`config.mk`:
```
export PLATFORM = sky130hd
export DESIGN_NAME = fbab_ctrl
export DESIGN_NICKNAME = d
export VERILOG_FILES = /design/src/hdl/framebuffer_alpha_blend_pixel_port_unit_assert.svh /design/src/hdl/fbab_pkg.sv /design/src/hdl/fbab_ctrl.sv
export SDC_FILE = /design/constraint.sdc
export NUM_CORES = 1
export LEC_CHECK = 0
export ABC_AREA = 1
export BUFFER_PORTS_ARGS = -buffer_cell sky130_fd_sc_hd__buf_2
export CORE_AREA = 4 4 41 43
export CTS_BUF_LIST = sky130_fd_sc_hd__clkbuf_4 sky130_fd_sc_hd__clkbuf_8
export DETAILED_ROUTE_END_ITERATION = 6
export DIE_AREA = 0 0 45 47
export PLACE_DENSITY = 0.64
export SYNTH_ARGS = -nofsm -noshare
export SYNTH_HDL_FRONTEND = slang
export SYNTH_SLANG_ARGS = --single-unit
```
`constraint.sdc`:
```
create_clock -name clk -period 1.25 [get_ports clk]
set_input_delay 0.1875 -clock clk [delete_from_list [all_inputs] [get_ports clk]]
set_output_delay 0.1875 -clock clk [all_outputs]
set_load 0.02 [all_outputs]
```
`src/hdl/framebuffer_alpha_blend_pixel_port_unit_assert.svh`:
```
// assertion macros for the pixel port unit
`ifndef FRAMEBUFFER_ALPHA_BLEND_PIXEL_PORT_UNIT_ASSERT_SVH
`define FRAMEBUFFER_ALPHA_BLEND_PIXEL_PORT_UNIT_ASSERT_SVH

`ifndef SYNTHESIS
`define FBAB_ASSERT_SAME(lbl, ante, cons, msg) \
	lbl: assert property (@(posedge clk) disable iff (!arst_n) (ante) |-> (cons)) else $error(msg);
`define FBAB_ASSERT_NEXT(lbl, ante, cons, msg) \
	lbl: assert property (@(posedge clk) disable iff (!arst_n) (ante) |=> (cons)) else $error(msg);
`else
`define FBAB_ASSERT_SAME(lbl, ante, cons, msg)
`define FBAB_ASSERT_NEXT(lbl, ante, cons, msg)
`endif

`endif

```
`src/hdl/fbab_pkg.sv`:
```
`timescale 1ns / 1ps
package fbab_pkg;

	localparam int unsigned WIDTH     = 320;
	localparam int unsigned HEIGHT    = 240;
	localparam int unsigned NPIX      = WIDTH * HEIGHT;
	localparam int unsigned ADDR_W    = $clog2(NPIX);
	localparam int unsigned COORD_W   = 12;
	localparam int unsigned XY_W      = COORD_W - 1;
	localparam int unsigned COLOR_W   = 32;
	localparam int unsigned OP_W      = 2;
	localparam int unsigned IN_DATA_W = 2 * COORD_W + COLOR_W;

	typedef logic [OP_W-1:0] opcode_t;

	localparam opcode_t OP_WRITE = 2'd0;
	localparam opcode_t OP_READ  = 2'd1;
	localparam opcode_t OP_FILL  = 2'd2;

	typedef enum logic [1:0] {
		WSEL_ONES,
		WSEL_FILL,
		WSEL_COLOR,
		WSEL_BLEND
	} wsel_t;

	typedef struct packed {
		logic  load_in;
		logic  mem_we;
		wsel_t wsel;
		logic  sweep_en;
		logic  load_out;
	} ctrl_cmd_t;

	typedef struct packed {
		opcode_t opcode;
		logic    in_bounds;
		logic    sweep_last;
	} dp_stat_t;

endpackage

```
`src/hdl/fbab_ctrl.sv`:
```
`timescale 1ns / 1ps
module fbab_ctrl (
	input  logic                 clk,
	input  logic                 arst_n,
	input  logic                 in_valid,
	output logic                 in_ready,
	output logic                 out_valid,
	input  logic                 out_ready,
	input  logic                 cfg_valid,
	input  logic                 cfg_data,
	input  fbab_pkg::dp_stat_t   stat,
	output fbab_pkg::ctrl_cmd_t  cmd
);
	import fbab_pkg::*;

	typedef enum logic [2:0] {
		ST_INIT,
		ST_IDLE,
		ST_DECODE,
		ST_MULT,
		ST_MIX,
		ST_FILL,
		ST_RESULT
	} state_t;

	state_t state_q;
	logic   out_valid_q;
	logic   alpha_q;

	assign in_ready  = (state_q == ST_IDLE);
	assign out_valid = out_valid_q;

	always_comb begin
		cmd          = '0;
		cmd.wsel     = WSEL_COLOR;
		unique case (state_q)
			ST_INIT: begin
				cmd.mem_we   = 1'b1;
				cmd.wsel     = WSEL_ONES;
				cmd.sweep_en = 1'b1;
			end
			ST_IDLE: begin
				cmd.load_in = in_valid;
			end
			ST_DECODE: begin
				cmd.mem_we = (stat.opcode == OP_WRITE) && stat.in_bounds && !alpha_q;
			end
			ST_MULT: begin
				cmd.mem_we = 1'b0;
			end
			ST_MIX: begin
				cmd.mem_we = 1'b1;
				cmd.wsel   = WSEL_BLEND;
			end
			ST_FILL: begin
				cmd.mem_we   = 1'b1;
				cmd.wsel     = WSEL_FILL;
				cmd.sweep_en = 1'b1;
			end
			ST_RESULT: begin
				cmd.load_out = !out_valid_q || out_ready;
			end
			default: begin
				cmd.mem_we = 1'b0;
			end
		endcase
	end

	always_ff @(posedge clk or negedge arst_n) begin
		if (!arst_n) begin
			state_q     <= ST_INIT;
			out_valid_q <= 1'b0;
			alpha_q     <= 1'b1;
		end else begin
			if (cfg_valid) begin
				alpha_q <= cfg_data;
			end
			if (cmd.load_out) begin
				out_valid_q <= 1'b1;
			end else if (out_ready) begin
				out_valid_q <= 1'b0;
			end
			unique case (state_q)
				ST_INIT: begin
					if (stat.sweep_last) begin
						state_q <= ST_IDLE;
					end
				end
				ST_IDLE: begin
					if (in_valid) begin
						state_q <= ST_DECODE;
					end
				end
				ST_DECODE: begin
					case (stat.opcode)
						OP_WRITE: state_q <= (stat.in_bounds && alpha_q) ? ST_MULT : ST_RESULT;
						OP_FILL:  state_q <= ST_FILL;
						default:  state_q <= ST_RESULT;
					endcase
				end
				ST_MULT: begin
					state_q <= ST_MIX;
				end
				ST_MIX: begin
					state_q <= ST_RESULT;
				end
				ST_FILL: begin
					if (stat.sweep_last) begin
						state_q <= ST_RESULT;
					end
				end
				ST_RESULT: begin
					if (cmd.load_out) begin
						state_q <= ST_IDLE;
					end
				end
				default: begin
					state_q <= ST_INIT;
				end
			endcase
		end
	end

endmodule

```
# Word level (Yosys, flattened, before mapping)
# Cells that the tools add are included.
# totals
input_bits,10
output_inout_bits,8
elab_cells,40
reg_bits,5
# op_classes
muxes,14
n_reduce_logical,12
n_eq_ne,11
# ops
cell,count
$pmux 3 s7,1
$mux 3,5
$eq 3x3->1 const B,3
$ne 2x2->1 const B,4
$eq 3x2->1 const B,2
$pmux 2 s3,1
$pmux 3 s2,1
$mux 1,5
$reduce_and 4->1,1
$eq 3x1->1 const B,1
$logic_and 1x1->1,3
$logic_not 3->1,1
$reduce_or 3->1,1
$eq 2x2->1 const B,1
$logic_not 1->1,2
$logic_not 2->1,1
$pmux 1 s2,1
$reduce_bool 2->1,1
$reduce_or 2->1,1
$logic_or 1x1->1,1

# Depth between registers and ports, before layout
# logic_depth
word_depth,5
ltp_mapped,8
ltp_nobuf,8

# Worst setup path before layout
# No wires, ideal clock.
# synth_timing
kind,register -> output
start,register state_q[0]
end,output port cmd[4] (netlist bit)
n_path_buf,1
stages_incl_launch_ff,5
arrival_ns,1.048
slack_ns,0.015
required_ns,1.062
cell_sequence,dfrtp_1 > buf_6 > inv_2 > nor2_2 > o21ai_0
# synth_lines
item,line,text
start: declaration,fbab_ctrl.sv:26,state_t state_q;
start signal: assignment,fbab_ctrl.sv:96,OP_WRITE: state_q <= (stat.in_bounds && alpha_q) ? ST_MULT : ST_RESULT;
end: declaration,fbab_ctrl.sv:12,output fbab_pkg::ctrl_cmd_t cmd

==> results_dict.tcl <==
set metrics [dict create \
    ys_seq_area_share_pct 28.06 \
    skew_ns 0.003865 \
    violations "setup timing" \
    clock-sinks 5 \
    fillers 115 \
    vdd_drop_max_mv 1.193 \
    hp-class "input pin to flip-flop" \
    start_util_pct 34.62 \
    die_h_um 47 \
    port_buffers 17 \
    grt_util_met1_pct 12.53 \
    layout-drive-gt1-share_pct 55.05 \
    multi_input_area_um2 295.3 \
    track_usage_pct 11.69 \
    syn_avg_cell_area_um2 6.170 \
    hp-start "cfg_valid" \
    via_per_inst 4.460 \
    die_x_um 45 \
    cp_slowest_stage_delay_ns 0.41 \
    rows 13 \
    r2r_setup_slack_ns -0.02 \
    via_count 553 \
    gp_congestion 0.7695 \
    max_freq_mhz 665.6 \
    status "finished with violations" \
    critical_path.slowest_cell "dfrtp_1" \
    die_area_um2 2115 \
    h-tree-depth 1 \
    min_to "alpha_q" \
    grt_util_met2_pct 22.03 \
    detail-route-antenna-nets 0 \
    final_max_slew_viol_count 0 \
    wl_mm 1.403 \
    cts_tree "built" \
    syn_area_um2 450.4 \
    hold_depth 2 \
    route.detailed.drc 0 \
    crit_type "flip-flop to output pin" \
    finalHoldViolations 0 \
    seqCellArea_um2 128.9 \
    grt_overflow_total 0 \
    critPathMaxFanout 3 \
    nets 120 \
    drv_cap 0 \
    arrival_ns 1.31 \
    layout_setup_ws_ns -0.2524 \
    numCtsBuffers 3 \
    p_leak_nw 0.4500 \
    holdWs_ns 0.09451 \
    crit_chain "buf_4 > nor2_2 > nand2_1 > nand2_2 > inv_1 > buf_4" \
    clk_latency_ns 0.24 \
    grt_busiest_layer "met2" \
    grtUsageMet3_pct 2.299 \
    crit_required_ns 1.06 \
    path_common_cell "buf_4" \
    rsz0062_at_grt "true" \
    diodes 0 \
    ff2ff_path_depth 9 \
    cts-root-buf "clkbuf_4" \
    syn_to_final_growth_pct 76.67 \
    synth_seq_cells 5 \
    r2r-start "state_q[1]" \
    synth.distinct_cells 17 \
    final.period_utilization_pct 120.2 \
    grt_pass1_wl_mm 1.787 \
    worstReg2RegEnd "state_q[2]" \
    power_density_nw_per_um2 2659 \
    clkTransAtPathRegs_ns 0.05 \
    routedWlPerCell_um 11.31 \
    cp-start-kind "flip-flop" \
    relSlewSlack_pct 87.70 \
    io_pins 18 \
    ys.warnings.count 0 \
    core_um2 1301 \
    cts_buffer_depth 2 \
    netlist_instances 73 \
    crit_path_end_kind "output pin" \
    grt_max_degree 7 \
    setup_violations 9 \
    drtIter0Drc 5 \
    utilization_pct 61.15 \
    antenna_found_initial 0 \
    first_pass_iters 4 \
    tightestPinTransition_ns 0.1845 \
    hpwl_um 886.9 \
    grt_pass1_vias 483 \
    finalCriticalPeriod_ns 1.502 \
    syn_nets 83 \
]
[worst max path at each step]
stage / start / endpoint / slack, ns / cells past startpoint
after floorplan: state_q[0] / cmd[4] / 0.01 / 4
after global placement: state_q[2] / cmd[4] / 0.06 / 4
after detailed placement: state_q[2] / cmd[4] / 0.01 / 4
after CTS: state_q[1] / cmd[4] / -0.20 / 5
after global routing: state_q[1] / cmd[3] / -0.33 / 6
final: state_q[1] / cmd[3] / -0.25 / 6
[kinds of logic (layout without fill, tap and decap cells)]
logic type,Yosys count,in the layout,synth area share (%)
simple gates,47,47,50.00
buf+inv,17,53,17.50
flops,5,5,28.06
compound gates,4,4,4.442
[cells in the mapped netlist, drive strengths merged]
cell type | number | area (um2)
dfrtp | 4 | 100.1
o21ai | 3 | 15.01
buf | 2 | 22.52
nor3 | 1 | 16.27
inv | 15 | 56.30
dfstp | 1 | 26.28
nand3 | 7 | 40.04
nand4 | 2 | 12.51
a21oi | 1 | 5.000
nand2 | 26 | 102.6
nor2 | 11 | 53.80
[state kept, by name (all words and copies together), names as in the netlist]
name and cells:
state_q 3, out_valid 1, alpha_q 1
[cell usage in the layout, fill, tap and decap left out, types with 2 or more instances in the layout]
cell and n:
nand2_1 21, buf_4 14, buf_2 10, inv_1 9, buf_6 9, inv_2 6
nand3_1 5, nor2_1 5, nand2_2 4, clkbuf_4 4, nor2_2 3, nor2_4 3
o21ai_1 3, nand3_4 2, nand4_1 2, dfrtp_1 2, dfrtp_2 2
[area by class of cell]
| class | instances | share of cell area [%] |
|---|---|---|
| Multi-Input combinational cell | 51 | 37.11 |
| Timing Repair Buffer | 34 | 33.49 |
| Sequential cell | 5 | 16.20 |
| Inverter | 15 | 7.075 |
| Clock buffer | 4 | 3.774 |
| Tap cell | 15 | 2.358 |
[per-stage QoR]
step / power, W / setup TNS [ns] / instances / area, um2 / worst slack, ns
final: 0.002116 / -1.092 / 124 / 795.8 / -0.2524
after global routing: 0.002246 / -1.752 / 124 / 795.8 / -0.3267
after CTS: 0.001856 / -0.9444 / 119 / 694.4 / -0.2010
after floorplan: 0.001068 / 0 / 73 / 450.4 / 0.01476
after detailed placement: 0.001306 / 0 / 106 / 554.3 / 0.01174
after global placement: 0.001296 / 0 / 106 / 554.3 / 0.05769
[where the power goes]
part / switching (W) / total [W] / internal (W)
sequential: 0.000103 / 0.000340 / 0.000237
clock: 0.0000667 / 0.000209 / 0.000142
combinational: 0.000820 / 0.00157 / 0.000747
total: 0.000990 / 0.00212 / 0.00113
[metal layers]
metal	routed length, um	up-vias
met5	0	-
met4	8	0
met3	69	2
met2	730	14
met1	595	245
li1	-	292
[what timing repair did]
item,CTS,global route
hold endpoints to repair,5,0
gates resized for setup,17,17
pin swaps,3,11
buffers inserted,9,6
hold buffers,1,0
endpoints found under the setup margin,7,10
[critical path: cells and delay by family, from the launching register on]
kind | cells | cell delay [ns]
DFF | 1 | 0.41
buffers and inverters | 3 | 0.34
and+or+nand+nor | 3 | 0.32
(Power assumes the default switching activity.)
